`config.mk`:
```
export PLATFORM = sky130hd
export DESIGN_NAME = att_fifo
export DESIGN_NICKNAME = d
export VERILOG_FILES = /design/src/hdl/att_fifo.sv
export SDC_FILE = /design/constraint.sdc
export NUM_CORES = 1
export LEC_CHECK = 0
export ABC_AREA = 1
export BUFFER_PORTS_ARGS = -buffer_cell sky130_fd_sc_hd__buf_2
export CAP_MARGIN = 10
export CORE_MARGIN = 2
export CORE_UTILIZATION = 45
export DETAILED_ROUTE_END_ITERATION = 8
export GPL_ROUTABILITY_DRIVEN = 0
export HOLD_SLACK_MARGIN = 0.05
export PLACE_DENSITY_LB_ADDON = 0.25
export SLEW_MARGIN = 10
export SYNTH_ARGS = -nofsm -noshare
export SYNTH_HDL_FRONTEND = slang
export SYNTH_SLANG_ARGS = --single-unit
```
`constraint.sdc`:
```
create_clock -name clk -period 2.8 [get_ports clk]
set_clock_uncertainty 0.2 [all_clocks]
set_input_delay 0 -clock clk [delete_from_list [all_inputs] [get_ports clk]]
set_output_delay 0 -clock clk [all_outputs]
set_load 0.05 [all_outputs]
```
`src/hdl/att_fifo.sv`:
```
// Small first-in first-out queue of plain words.
// Used for the command queue and the result queue; no package needed.
module att_fifo #(
  parameter int WIDTH = 8,
  parameter int DEPTH = 2
) (
  input  logic             clk,
  input  logic             rst,
  input  logic             wr,
  input  logic [WIDTH-1:0] wdata,
  input  logic             rd,
  output logic [WIDTH-1:0] rdata,
  output logic             full,
  output logic             empty
);
  localparam int PW = $clog2(DEPTH);
  localparam int NW = $clog2(DEPTH + 1);

  logic [WIDTH-1:0] store [DEPTH];
  logic [PW-1:0] wptr, rptr;
  logic [NW-1:0] count;

  assign full  = (count == NW'(DEPTH));
  assign empty = (count == '0);
  assign rdata = store[rptr];

  always_ff @(posedge clk) begin
    if (wr && !full) begin
      store[wptr] <= wdata;
    end
    if (rst) begin
      wptr  <= '0;
      rptr  <= '0;
      count <= '0;
    end else begin
      if (wr && !full) begin
        wptr <= (wptr == PW'(DEPTH - 1)) ? '0 : wptr + 1'b1;
      end
      if (rd && !empty) begin
        rptr <= (rptr == PW'(DEPTH - 1)) ? '0 : rptr + 1'b1;
      end
      count <= count + NW'(wr && !full) - NW'(rd && !empty);
    end
  end
endmodule

```
==> impl_metrics.yaml, run 1 <==
run:
  maxCapViolCount: 0
synth:
  synth.avg_cell_area_um2: 13.6
  synth_seq_area_share_pct: 66.9
  synth_nets: 78
  netlist_area_um2: 868
  yosys_warnings: 0
  syn_inst: 64
  synth_seq_cells: 21
  synth_cell_type_count: 11
worst_setup_path:
  cp-start-kind: "flip-flop"
  rr_worst_depth: 4
  worstPathRequired_ns: 2.53
  crit_type: "flip-flop to flip-flop"
  critical_path_arrival_ns: 1.50
  endpoint_kind: "flip-flop"
  critPathMaxFanout: 8
power:
  power.density_nw_per_um2: 919
  leakage_nw: 0.508
  irDropWorstVdd_uv: 484
min_path:
  hold-path-cell-count: 3
  holdCritPathClass: "input port to flip-flop"
clock_tree:
  cts.clk_slew.worst_paths_ns: 0.11
  cts_resized: 0
  cts_tree: "built"
  numCtsBuffers: 3
  cts_max_path_buffers: 2
  clkLatencyLatePin_ns: 0.29
  cts_sinks: 21
  cts_root_buf: "clkbuf_4"
  cts_htree_levels: 1
timing:
  period_share_pct: 63.0
  fmax_mhz: 567
  relSlewSlack_pct: 52.3
  final-hold-violation-count: 0
  fin_crit_ns: 1.76
  slew_viol_final: 0
  finalSetupViolCount: 0
  rsz0062_at_grt: "no"
  worst_slew_pin_slew_ns: 0.713
  setup_tns_ns: 0
finish:
  drive_above_1_share_pct: 35.4
  nNetsFinal: 114
  diodes: 0
  finalInstanceArea_um2: 1130
  area_growth_pct: 30.3
floorplan:
  num_rows: 15
  num_io_pins: 22
  fp.dieW_um: 47.9
  die_area_um2: 2300
  start_util_pct: 49.2
  die_y_um: 47.9
  design.core.area_um2: 1760
place:
  placed_area_um2: 993
  io_buffer_count: 21
  place_hpwl_um: 901
global_routing:
  grt_max_degree: 13
  grt-ovfl-total: 0
  track_usage_pct: 12.0
  antenna_found_initial: 0
  grt_pass1_vias: 501
  grt_pass1_wl_mm: 1.86
routing:
  num_vias: 546
  drt-wirelength-per-cell_um: 10.1
  vias_per_cell: 4.40
  drc_errors: 0
  dr.first_iter.drc_count: 8
  ant_nets: 0
  drtPass1Iterations: 3
  wl_mm: 1.26
status:
  status: "completed"
[logic make-up (layout without fill, tap and decap cells)]
kind of cell    count (synthesis)  after routing  share of synthesized area (%)
buf+inv                        11             46                           5.62
simple gates                   20             20                           9.65
compound gates                  2              2                           1.15
mux                             8              8                           13.8
fa+ha+maj                       2              2                           2.88
flops                          21             21                           66.9
[critical path, cell delays in order, from the launching register on]
cell     delay, ns
dfxtp_1       0.38
inv_1         0.07
nand2_1       0.11
nand2_1       0.09
nor2_1        0.55
[cell usage in the layout (no fill, tap or decap)]
cell,count
buf_2,21
edfxtp_1,16
dlygate4sd3_1,11
inv_1,10
nand2_1,8
mux2_4,8
nor2_1,7
dfxtp_1,5
nand3_1,3
clkbuf_4,3
nor2_2,2
a21oi_1,2
ha_1,2
clkinv_2,1
[power by group]
part           internal (mW)  total (mW)  switching [mW]
sequential             0.401       0.444          0.0429
combinational          0.152       0.457           0.305
clock                 0.0530       0.139          0.0860
total                  0.606        1.04           0.434
[cells in the mapped netlist]
| cell type | n | share of area, % |
|---|---|---|
| edfxtp_1 | 16 | 55 |
| nand3_1 | 3 | 1.7 |
| ha_1 | 2 | 2.9 |
| mux2_4 | 8 | 14 |
| buf_6 | 1 | 1.3 |
| nor2_1 | 7 | 3.0 |
| nand2_1 | 8 | 3.5 |
| a21oi_1 | 2 | 1.2 |
| dfxtp_1 | 5 | 12 |
| nor2_2 | 2 | 1.4 |
| inv_1 | 10 | 4.3 |
[state kept, by name (all words and copies together), names as in the netlist, named ones only]
name	flops
store	16
wptr	1
rptr	1
count	2
[through the flow]
stage / utilization (%) / worst slack (ns) / total power [mW] / instances / hold slack [ns]
final: 64.1 / 1.04 / 1.04 / 124 / 0.200
after global routing: 64.1 / 0.842 / 1.11 / 124 / 0.217
after CTS: 64.1 / 0.981 / 1.05 / 124 / 0.189
after detailed placement: 56.3 / 0.997 / 0.901 / 109 / -0.0225
after global placement: 56.3 / 1.06 / 0.893 / 109 / -0.0299
after floorplan: - / 0.867 / 0.824 / 64 / -0.129
[routing by layer]
| layer | track usage, % | vias to the layer above | part of all wire [%] |
|---|---|---|---|
| li1 | - | 284 | - |
| met1 | 14.0 | 248 | 44 |
| met2 | 20.5 | 12 | 51 |
| met3 | 3.40 | 2 | 3.5 |
| met4 | 4.86 | 0 | 0.95 |
| met5 | 0 | - | 0 |
[repair_timing]
item / 4_1_cts / 5_1_grt
hold buffers: 11 / 0
setup buffers: 0 / 0
endpoints found under the hold margin: 21 / 0
endpoints found under the setup margin: 0 / 0
[path summary, 6_finish.rpt]
path	start	endpoint	slack [ns]
setup / recovery	count[0]	store[0][4]	1.04
hold / removal	rst	count[0]	0.20
setup reg to reg	count[0]	store[0][4]	1.04
hold reg to reg	rptr	rptr	0.33
[layout make-up]
class,count,area (um2)
fill,152,633
tap,25,31.3
clock inverter,1,5.00
multi-input combinational,32,239
timing repair buffer,32,215
sequential,21,581
inverter,10,37.5
clock buffer,3,22.5
Note: power is estimated with default switching activity, not from simulation.
==> run 2: changes to the inputs <==
==> constraint.sdc (replaced) <==
create_clock -name clk -period 1.85 [get_ports clk]
set_clock_uncertainty 0.2 [all_clocks]
set_input_delay 0 -clock clk [delete_from_list [all_inputs] [get_ports clk]]
set_output_delay 0 -clock clk [all_outputs]
set_load 0.05 [all_outputs]
==> run 2 against run 1 <==
Against the previous run:
- utilization increased by 1.2 points
- sequential share of layout area decreased by 0.62 points
- largest cell class unchanged
- largest power group unchanged
- highest routed layer unchanged
- non-clock buffer count increased by 1
==> impl_metrics.yaml, run 2 (synthesis gave the netlist of run 1 again) <==
floorplan:
  fp.dieW_um: 47.9
  start_util_pct: 49.2
  num_rows: 15
  num_io_pins: 22
  die_y_um: 47.9
  design.core.area_um2: 1760
  die_area_um2: 2300
timing:
  fin_crit_ns: 1.70
  rsz0062_at_grt: "no"
  period_share_pct: 91.7
  slew_viol_final: 0
  setup_tns_ns: 0
  whs_ns: 0.176
  final-hold-violation-count: 0
  relSlewSlack_pct: 67.8
  fmax_mhz: 590
  worst_slew_pin_slew_ns: 0.482
  finalSetupViolCount: 0
global_routing:
  grt_max_degree: 12
  grt_pass1_wl_mm: 1.93
  grt-ovfl-total: 0
  grt_pass1_vias: 473
  track_usage_pct: 13.4
  antenna_found_initial: 0
routing:
  vias_per_cell: 4.34
  ant_nets: 0
  drt-wirelength-per-cell_um: 10.3
  drtPass1Iterations: 3
  wl_mm: 1.29
  num_vias: 543
  dr.first_iter.drc_count: 3
  drc_errors: 0
finish:
  nNetsFinal: 115
  area_growth_pct: 32.7
  final_common_cell: "buf_2"
  drive_above_1_share_pct: 38.0
  largestRegisters: "store (16), count (2)"
  regMostFlops: "store"
  largest_reg_flops: 16
  layout_common_cells: "buf_2 (21), edfxtp_1 (16), dlygate4sd3_1 (11)"
  fillers: 153
  diodes: 0
  fin_cells: 125
worst_setup_path:
  critPathMaxFanout: 4
  worstPathRequired_ns: 1.85
  cp-start-kind: "flip-flop"
  critical_path_arrival_ns: 1.70
  crit_type: "flip-flop to flip-flop"
  endpoint_kind: "flip-flop"
  r2r_slack_ns: 0.15
clock_tree:
  cts_sinks: 21
  cts_root_buf: "clkbuf_4"
  cts_max_path_buffers: 2
  postCtsSetupBuffers: 0
  cts_htree_levels: 1
  numCtsBuffers: 3
  cts.clk_slew.worst_paths_ns: 0.10
  clkLatencyLatePin_ns: 0.29
  cts_tree: "built"
run:
  maxCapViolCount: 0
power:
  power.density_nw_per_um2: 1400
  irDropWorstVdd_uv: 780
  leakage_nw: 0.513
place:
  dp.cells: 110
  io_buffer_count: 21
  place_hpwl_um: 929
status:
  status: "completed"
min_path:
  holdCritPathClass: "input port to flip-flop"
## run 2: final timing paths
kind | from | end | cells past startpoint
setup / recovery | count[0] | count[1] | 10
setup reg to reg | count[0] | count[1] | 10
hold / removal | rst | count[0] | 3
hold reg to reg | rptr | flip-flop | 2
## run 2: worst max-delay path, stage by stage, from the launching register on
cell     delay, ns
dfxtp_4       0.38
inv_1         0.06
nand2_2       0.08
nand2_1       0.08
ha_1          0.27
inv_1         0.04
ha_1          0.18
inv_1         0.05
nand2_1       0.07
a21oi_2       0.14
nor2_1        0.05
## run 2: timing repair
action                                  CTS  global route
gates resized for setup                   0             4
endpoints found under the setup margin    0             1
endpoints found under the hold margin    21             0
hold buffers                             11             0
## run 2: cell type report
type / instances / area, um2 / share of cell area, %
Clock buffer: 4 / 26.3 / 2.28
Inverter: 10 / 37.5 / 3.26
Multi-Input combinational cell: 32 / 250 / 21.7
Sequential cell: 21 / 584 / 50.7
Tap cell: 25 / 31.3 / 2.71
Timing Repair Buffer: 33 / 223 / 19.3
## run 2: routing by layer
layer	up-vias	global-route usage (%)	routed length (um)
met4	0	13.0	48
li1	289	-	-
met5	-	0	0
met1	235	15.9	579
met2	15	20.3	601
met3	4	2.26	59
## run 2: through the flow
stage / power, mW / area [um2] / setup slack, ns / util [%]
6_report: 1.61 / 1150 / 0.154 / 65.3
5_1_grt: 1.71 / 1150 / 0.0350 / 65.3
4_1_cts: 1.61 / 1140 / 0.0226 / 64.8
3_5_place_dp: 1.38 / 1010 / 0.0568 / 57.0
3_3_place_gp: 1.37 / 1010 / 0.0913 / 57.0
2_1_floorplan: 1.26 / 873 / 0.0819 / -
## run 2: report_power, final
part           internal, mW  switching (mW)
registers             0.614          0.0732
clock network        0.0840           0.124
logic                 0.246           0.467
