`src/hdl/att_pkg.sv`:
```
// Shared types and constants of the ANSI text terminal.
// Holds the command set between parser and executor and the result layout.
// Depends on nothing; the top level, att_front and att_back use it.
package att_pkg;

  localparam logic [7:0] CH_ESC   = 8'h1B;
  localparam logic [7:0] CH_LBRKT = 8'h5B;
  localparam logic [7:0] CH_SEMI  = 8'h3B;
  localparam logic [7:0] CH_CR    = 8'h0D;
  localparam logic [7:0] CH_LF    = 8'h0A;
  localparam logic [7:0] CH_BS    = 8'h08;
  localparam logic [7:0] CH_TAB   = 8'h09;
  localparam logic [7:0] CH_ZERO  = 8'h30;
  localparam logic [7:0] CH_NINE  = 8'h39;
  localparam logic [7:0] CH_SPACE = 8'h20;
  localparam logic [7:0] FIN_H    = 8'h48;
  localparam logic [7:0] FIN_F    = 8'h66;
  localparam logic [7:0] FIN_J    = 8'h4A;
  localparam logic [7:0] FIN_K    = 8'h4B;
  localparam logic [7:0] FIN_A    = 8'h41;
  localparam logic [7:0] FIN_B    = 8'h42;
  localparam logic [7:0] FIN_C    = 8'h43;
  localparam logic [7:0] FIN_D    = 8'h44;
  localparam logic [7:0] FIN_M    = 8'h6D;

  localparam logic [9:0] PARAM_MAX   = 10'd1023;
  localparam logic [9:0] SGR_RESET   = 10'd0;
  localparam logic [9:0] SGR_REV_ON  = 10'd7;
  localparam logic [9:0] SGR_REV_OFF = 10'd27;
  localparam logic [9:0] SGR_FG_LO   = 10'd30;
  localparam logic [9:0] SGR_FG_HI   = 10'd37;
  localparam logic [9:0] SGR_BG_LO   = 10'd40;
  localparam logic [9:0] SGR_BG_HI   = 10'd47;
  localparam logic [9:0] SGR_FGB_LO  = 10'd90;
  localparam logic [9:0] SGR_FGB_HI  = 10'd97;
  localparam logic [9:0] SGR_BGB_LO  = 10'd100;
  localparam logic [9:0] SGR_BGB_HI  = 10'd107;
  localparam logic [9:0] ED_BELOW    = 10'd0;
  localparam logic [9:0] ED_ALL      = 10'd2;

  localparam logic [3:0] FG_DEFAULT = 4'd8;
  localparam logic [3:0] BG_DEFAULT = 4'd0;
  localparam logic [15:0] BLANK_CELL = {CH_SPACE, FG_DEFAULT, BG_DEFAULT};

  typedef enum logic [3:0] {
    OP_NOP, OP_READ, OP_CHAR, OP_CR, OP_LF, OP_BS, OP_TAB, OP_CUP,
    OP_UP, OP_DOWN, OP_RIGHT, OP_LEFT, OP_ED, OP_EL
  } op_t;

  typedef enum logic [1:0] {PM_NORMAL, PM_ESC, PM_CSI} pmode_t;
  typedef enum logic {F_IDLE, F_SGR} fstate_t;
  typedef enum logic [1:0] {B_WIPE, B_IDLE, B_READ, B_WRITE} bstate_t;

  typedef struct packed {
    op_t        op;
    logic [7:0] ch;
    logic [3:0] fg;
    logic [3:0] bg;
    logic [9:0] arg0;
    logic [9:0] arg1;
    logic [4:0] rrow;
    logic [6:0] rcol;
  } cmd_t;

  typedef struct packed {
    logic [4:0] row;
    logic [6:0] col;
    logic [7:0] ch;
    logic [3:0] fg;
    logic [3:0] bg;
  } res_t;

endpackage

```
`src/hdl/att_front.sv`:
```
// Front part: escape sequence parser, parameter list and current colors.
// Turns each accepted item into one command; depends on att_pkg.
module att_front #(
  parameter int ROWS = 25,
  parameter int COLS = 80,
  parameter int MAX_PARAMS = 8
) (
  input  logic            clk,
  input  logic            rst,
  input  logic            accept,
  input  logic            req_type,
  input  logic [7:0]      data_byte,
  input  logic [4:0]      read_row,
  input  logic [6:0]      read_col,
  input  logic            cmd_full,
  output logic            ready,
  output logic            cmd_push,
  output att_pkg::cmd_t   cmd
);
  localparam int LN  = (MAX_PARAMS < 2) ? 2 : MAX_PARAMS;
  localparam int IW  = $clog2(LN);
  localparam int CNW = $clog2(MAX_PARAMS + 1);

  att_pkg::fstate_t fstate, fstate_next;
  att_pkg::pmode_t  pmode, pmode_next;
  logic [9:0]     plist [LN];
  logic [CNW-1:0] pcount, pcount_next;
  logic [9:0]     paccum, paccum_next;
  logic [3:0]     fg, fg_next, bg, bg_next;
  logic           rev, rev_next;
  logic [CNW-1:0] sidx, sidx_next;

  logic           pl_clear, pl_we;
  logic [9:0]     eff0, eff1, sgr_p;
  logic           room;
  logic [CNW-1:0] cnt_pushed;
  logic [13:0]    acc_sum;

  assign ready = (fstate == att_pkg::F_IDLE) && !cmd_full;
  assign room  = pcount < CNW'(MAX_PARAMS);
  assign cnt_pushed = room ? pcount + 1'b1 : pcount;
  assign eff0 = (pcount == '0) ? paccum : plist[0];
  assign eff1 = ((pcount == CNW'(1)) && (MAX_PARAMS > 1)) ? paccum : plist[1];
  assign acc_sum = {paccum, 3'b000} + {3'b000, paccum, 1'b0} + 14'(data_byte[3:0]);
  assign sgr_p = plist[IW'(sidx)];

  always_ff @(posedge clk) begin
    if (rst || pl_clear) begin
      for (int i = 0; i < LN; i++) begin
        plist[i] <= '0;
      end
    end else if (pl_we) begin
      plist[IW'(pcount)] <= paccum;
    end
    if (rst) begin
      fstate <= att_pkg::F_IDLE;
      pmode  <= att_pkg::PM_NORMAL;
      pcount <= '0;
      paccum <= '0;
      fg     <= att_pkg::FG_DEFAULT;
      bg     <= att_pkg::BG_DEFAULT;
      rev    <= 1'b0;
      sidx   <= '0;
    end else begin
      fstate <= fstate_next;
      pmode  <= pmode_next;
      pcount <= pcount_next;
      paccum <= paccum_next;
      fg     <= fg_next;
      bg     <= bg_next;
      rev    <= rev_next;
      sidx   <= sidx_next;
    end
  end

  always_comb begin
    fstate_next = fstate;
    pmode_next  = pmode;
    pcount_next = pcount;
    paccum_next = paccum;
    fg_next     = fg;
    bg_next     = bg;
    rev_next    = rev;
    sidx_next   = sidx;
    pl_clear    = 1'b0;
    pl_we       = 1'b0;
    cmd_push    = 1'b0;
    cmd         = '0;
    cmd.op      = att_pkg::OP_NOP;
    unique case (fstate)
      att_pkg::F_IDLE: begin
        if (accept) begin
          cmd_push = 1'b1;
          if (req_type) begin
            if ((32'(read_row) < ROWS) && (32'(read_col) < COLS)) begin
              cmd.op   = att_pkg::OP_READ;
              cmd.rrow = read_row;
              cmd.rcol = read_col;
            end
          end else begin
            unique case (pmode)
              att_pkg::PM_NORMAL: begin
                unique case (data_byte)
                  att_pkg::CH_ESC: pmode_next = att_pkg::PM_ESC;
                  att_pkg::CH_CR:  cmd.op = att_pkg::OP_CR;
                  att_pkg::CH_LF:  cmd.op = att_pkg::OP_LF;
                  att_pkg::CH_BS:  cmd.op = att_pkg::OP_BS;
                  att_pkg::CH_TAB: cmd.op = att_pkg::OP_TAB;
                  default: begin
                    cmd.op = att_pkg::OP_CHAR;
                    cmd.ch = data_byte;
                    cmd.fg = rev ? bg : fg;
                    cmd.bg = rev ? fg : bg;
                  end
                endcase
              end
              att_pkg::PM_ESC: begin
                if (data_byte == att_pkg::CH_LBRKT) begin
                  pmode_next  = att_pkg::PM_CSI;
                  pcount_next = '0;
                  paccum_next = '0;
                  pl_clear    = 1'b1;
                end else begin
                  pmode_next = att_pkg::PM_NORMAL;
                end
              end
              att_pkg::PM_CSI: begin
                if ((data_byte >= att_pkg::CH_ZERO) && (data_byte <= att_pkg::CH_NINE)) begin
                  paccum_next = (acc_sum > 14'(att_pkg::PARAM_MAX)) ?
                                att_pkg::PARAM_MAX : acc_sum[9:0];
                end else if (data_byte == att_pkg::CH_SEMI) begin
                  pl_we       = room;
                  pcount_next = cnt_pushed;
                  paccum_next = '0;
                end else begin
                  pl_we       = room;
                  pcount_next = cnt_pushed;
                  pmode_next  = att_pkg::PM_NORMAL;
                  cmd.arg0    = eff0;
                  cmd.arg1    = eff1;
                  unique case (data_byte)
                    att_pkg::FIN_H, att_pkg::FIN_F: cmd.op = att_pkg::OP_CUP;
                    att_pkg::FIN_J: begin
                      if ((eff0 == att_pkg::ED_BELOW) || (eff0 == att_pkg::ED_ALL)) begin
                        cmd.op = att_pkg::OP_ED;
                      end
                    end
                    att_pkg::FIN_K: cmd.op = att_pkg::OP_EL;
                    att_pkg::FIN_A: cmd.op = att_pkg::OP_UP;
                    att_pkg::FIN_B: cmd.op = att_pkg::OP_DOWN;
                    att_pkg::FIN_C: cmd.op = att_pkg::OP_RIGHT;
                    att_pkg::FIN_D: cmd.op = att_pkg::OP_LEFT;
                    att_pkg::FIN_M: begin
                      cmd_push    = 1'b0;
                      sidx_next   = '0;
                      fstate_next = att_pkg::F_SGR;
                    end
                    default: cmd.op = att_pkg::OP_NOP;
                  endcase
                end
              end
              default: pmode_next = att_pkg::PM_NORMAL;
            endcase
          end
        end
      end
      att_pkg::F_SGR: begin
        if (sidx < pcount) begin
          sidx_next = sidx + 1'b1;
          case (sgr_p) inside
            att_pkg::SGR_RESET: begin
              fg_next  = att_pkg::FG_DEFAULT;
              bg_next  = att_pkg::BG_DEFAULT;
              rev_next = 1'b0;
            end
            att_pkg::SGR_REV_ON:  rev_next = 1'b1;
            att_pkg::SGR_REV_OFF: rev_next = 1'b0;
            [att_pkg::SGR_FG_LO:att_pkg::SGR_FG_HI]:
              fg_next = 4'(sgr_p - att_pkg::SGR_FG_LO);
            [att_pkg::SGR_BG_LO:att_pkg::SGR_BG_HI]:
              bg_next = 4'(sgr_p - att_pkg::SGR_BG_LO);
            [att_pkg::SGR_FGB_LO:att_pkg::SGR_FGB_HI]:
              fg_next = 4'(sgr_p - att_pkg::SGR_FGB_LO);
            [att_pkg::SGR_BGB_LO:att_pkg::SGR_BGB_HI]:
              bg_next = 4'(sgr_p - att_pkg::SGR_BGB_LO);
            default: ;
          endcase
        end else if (!cmd_full) begin
          cmd_push    = 1'b1;
          fstate_next = att_pkg::F_IDLE;
        end
      end
      default: fstate_next = att_pkg::F_IDLE;
    endcase
  end
endmodule

```
`config.mk`:
```
export PLATFORM = sky130hd
export DESIGN_NAME = att_front
export DESIGN_NICKNAME = d
export VERILOG_FILES = /design/src/hdl/att_pkg.sv /design/src/hdl/att_front.sv
export SDC_FILE = /design/constraint.sdc
export NUM_CORES = 1
export LEC_CHECK = 0
export ABC_CLOCK_PERIOD_IN_PS = 3400
export BUFFER_PORTS_ARGS = -buffer_cell sky130_fd_sc_hd__clkbuf_2
export CAP_MARGIN = 30
export CORE_MARGIN = 10
export CORE_UTILIZATION = 54
export CTS_CLUSTER_DIAMETER = 80
export DETAILED_ROUTE_END_ITERATION = 12
export PLACE_DENSITY = 0.78
export SLEW_MARGIN = 20
export SYNTH_ARGS = -nofsm -noshare
export SYNTH_HDL_FRONTEND = slang
export SYNTH_SLANG_ARGS = --single-unit
```
`constraint.sdc`:
```
create_clock -name clk -period 3.4 [get_ports clk]
set_input_delay 0.51 -clock clk [delete_from_list [all_inputs] [get_ports clk]]
set_output_delay 0.51 -clock clk [all_outputs]
set_load 0.02 [all_outputs]
```
==> results.toml <==
[run_status]
status = "completed"

[timing]
rsz0062_at_grt = "false"
worst_slew_pin_slew_ns = 0.888
min_period_ns = 3.18
maxSlewViolCount = 0
fin_skew_ns = 0.0141
finalHoldViolCount = 0
slew_headroom_pct = 40.8
tns_ns = 0
fmax_ghz = 0.314
setup_violations = 0
period_share_pct = 93.6

[yosys]
synth_cell_types = 69
synth_flop_cell = "edfxtp_1"
synth_area_um2 = 6830
ys.warnings.count = 0
ys_ff_latch = 113
synth_edf_count = 80
synth_cells = 696
synthArstFlopShare_pct = 0
syn_nets = 755
ys_seq_area_share_pct = 44.9
syn_area_per_cell_um2 = 9.81

[worst_setup_path]
critical_path.endpoint_type = "register"
reg2regPathDepth = 11
rrSetupSlack_ns = 0.22
worstSetupPathType = "register to register"
crit_arrival_ns = 3.48
path_max_fanout = 16
worstReg2RegEnd = "fg[3]$_SDFFE_PP1P_"
startpoint_type = "register"
worstPathRequired_ns = 3.70

[final_layout]
finalInstanceArea_um2 = 8180
postLayoutCoreUtil_pct = 65.4
final_layout_size_suffix_gt1_share_pct = 22.6
nets = 853
diodes = 0
syn_to_final_growth_pct = 19.9

[floorplanning]
ios = 79
die_w_um = 132
die_area_um2 = 17500
die_h_um = 132
core_area_um2 = 12500
rows = 41
start_util_pct = 54.5

[cts]
clkLatencyLatePin_ns = 0.42
cts_buffers = 17
clk_path_buf_depth = 2
cts_root_buf = "clkbuf_16"
h-tree-depth = 4
hold_buffers = 0
cts.clk_slew.worst_paths_ns = 0.06
clock_sinks = 113
cts-resized-gates = 0
cts_tree = "built"
post_cts_buffers = 0

[placed_design]
gp_congestion = 0.884
hpwl_um = 13200
port_buffers = 78
placed_area_um2 = 7570

[global_routing]
grt_pass1_vias = 5639
gr-usage-all-layers_pct = 20.6
grt_max_degree = 23
overflow = 0
antenna_found_initial = 0
grt_pass1_wl_um = 29300

[detailed_routing]
remaining_drc_errors = 0
via_per_inst = 5.84
num_vias = 5715
drt-total-wl_um = 18100
wire_per_inst_um = 18.5
postRouteAntennaNets = 0
drtIter0Drc = 683
dr.pass1.iters = 5

[worst_hold_path]
min_to = "fstate$_SDFF_PP0_"
hold_path.startpoint = "cmd_full"
holdPathStages = 3
hp-class = "input pin to register"

[flow_run]
cap_violations = 0

[pwr]
p_leak_nw = 3.19
ir_drop_v = 0.000458
power_density_nw_per_um2 = 431
## synthesized netlist by cell type, types with 2 or more instances
master      n  area share, %
or3_1       4           0.37
nor4bb_1    2           0.29
a21oi_1    47            3.4
and3_1      2           0.18
and2_1     83            7.6
xnor2_1     8            1.0
mux2_2      2           0.33
nand2b_1    9           0.82
a21o_1      5           0.55
a2111oi_0   2           0.26
nand3_1    10           0.73
xor2_1      3           0.38
mux2i_1    18            2.6
and2_0      2           0.18
dfxtp_1    33            9.7
nand3b_1    2           0.22
a31oi_1     4           0.37
mux4_2     16            5.3
a21boi_0    2           0.22
nor2b_1     4           0.37
fa_1        3           0.88
inv_1      23            1.3
o211ai_1    2           0.22
nor4_1      7           0.64
o21ai_0    29            2.1
buf_6       2           0.33
o22ai_1     4           0.37
nand2_1    79            4.3
ha_1       31            5.7
or4_1       3           0.33
clkbuf_1   31            1.7
nor2_1     58            3.2
nor3_1     40            2.9
edfxtp_1   80             35
nor3b_1     2           0.22
buf_1       3           0.16
o31ai_1     2           0.22
nand4_1     8           0.73
## cell usage in the layout (no fill, tap or decap), types with 3 or more instances in the layout
cell type,count
nor3_1,40
nand2b_1,9
ha_1,31
or3_1,4
nor2_1,58
a21oi_1,46
xnor2_1,8
dfxtp_1,33
nor2b_1,4
edfxtp_1,80
nand3_1,10
and2_1,83
inv_6,5
mux2i_1,16
clkinv_4,3
a31oi_1,4
nor4_1,7
xor2_1,3
clkbuf_2,78
o21ai_0,29
or4_1,3
clkbuf_16,17
a21o_1,5
buf_4,37
inv_1,23
mux4_2,16
nand4_1,8
o22ai_1,4
mux2i_2,3
fa_1,3
nand2_1,79
## stage by stage
step	power [W]	hold slack, ns	std cells	setup WS (ns)
2_1_floorplan	0.00168	0.444	696	0.0731
3_3_place_gp	0.00175	0.461	947	0.118
3_5_place_dp	0.00176	0.490	947	-0.0372
4_1_cts	0.00354	0.344	979	0.128
5_1_grt	0.00363	0.360	979	0.0562
6_report	0.00353	0.362	979	0.219
## per-layer routing
layer / track usage, % / vias to the layer above / share of wire [%]
li1: - / 2700 / -
met4: 6.60 / 0 / 2.0
met3: 4.77 / 32 / 6.1
met5: 0 / - / 0
met2: 34.9 / 232 / 51
met1: 25.4 / 2751 / 41
## power breakdown
| part | switching (W) | internal, W |
|---|---|---|
| Combinational | 0.000121 | 0.0000741 |
| Sequential | 0.0000211 | 0.00152 |
| Clock | 0.000694 | 0.00110 |
| Total | 0.000836 | 0.00269 |
## sequential cells by signal, summed over array words and instances (netlist names), named ones only
| register | cells |
|---|---|
| pmode | 2 |
| plist | 80 |
| bg | 4 |
| pcount | 4 |
| fstate | 1 |
| fg | 4 |
| paccum | 10 |
| sidx | 4 |
| rev | 1 |
## worst max-delay path by stage
stage                                      start                      to  slack (ns)  cells past startpoint
after floorplan                     data_byte[7]                 cmd[49]        0.07                      8
after global placement              data_byte[3]  paccum[9]$_SDFFE_PP0P_        0.12                     12
after detailed placement            data_byte[3]  paccum[6]$_SDFFE_PP0P_       -0.04                     12
after CTS                 paccum[0]$_SDFFE_PP0P_  paccum[6]$_SDFFE_PP0P_        0.13                     11
after global routing                    register      fg[3]$_SDFFE_PP1P_        0.06                     11
final                                   register      fg[3]$_SDFFE_PP1P_        0.22                     11
## critical path, cell delays in order (launching register included)
cell	delay (ns)
dfxtp_1	0.37
buf_12	0.19
mux4_2	0.56
mux2i_2	0.27
inv_1	0.17
ha_1	0.30
a211oi_1	0.29
o21ai_2	0.14
fa_1	0.39
xnor2_1	0.14
nor3_1	0.14
a21oi_1	0.09
## kinds of logic after synthesis
| kind of cell | Yosys count | synth area share (%) |
|---|---|---|
| buffers and inverters | 62 | 3.65 |
| xor gates and xnor gates | 11 | 1.41 |
| adders and majority gates | 34 | 6.56 |
| DFF | 113 | 44.9 |
| and+or+nand+nor | 323 | 24.3 |
| muxes | 38 | 8.67 |
| AOI/OAI and AO/OA | 115 | 10.6 |
## area by class of cell
| cell class | count | area, um^2 |
|---|---|---|
| Clock buffer | 17 | 425 |
| Clock inverter | 15 | 173 |
| Fill cell | 1008 | 4330 |
| Inverter | 25 | 93.8 |
| Multi-Input combinational cell | 521 | 3530 |
| Sequential cell | 113 | 3060 |
| Tap cell | 172 | 215 |
| Timing Repair Buffer | 116 | 688 |
Note: power is estimated with default switching activity, not from simulation.
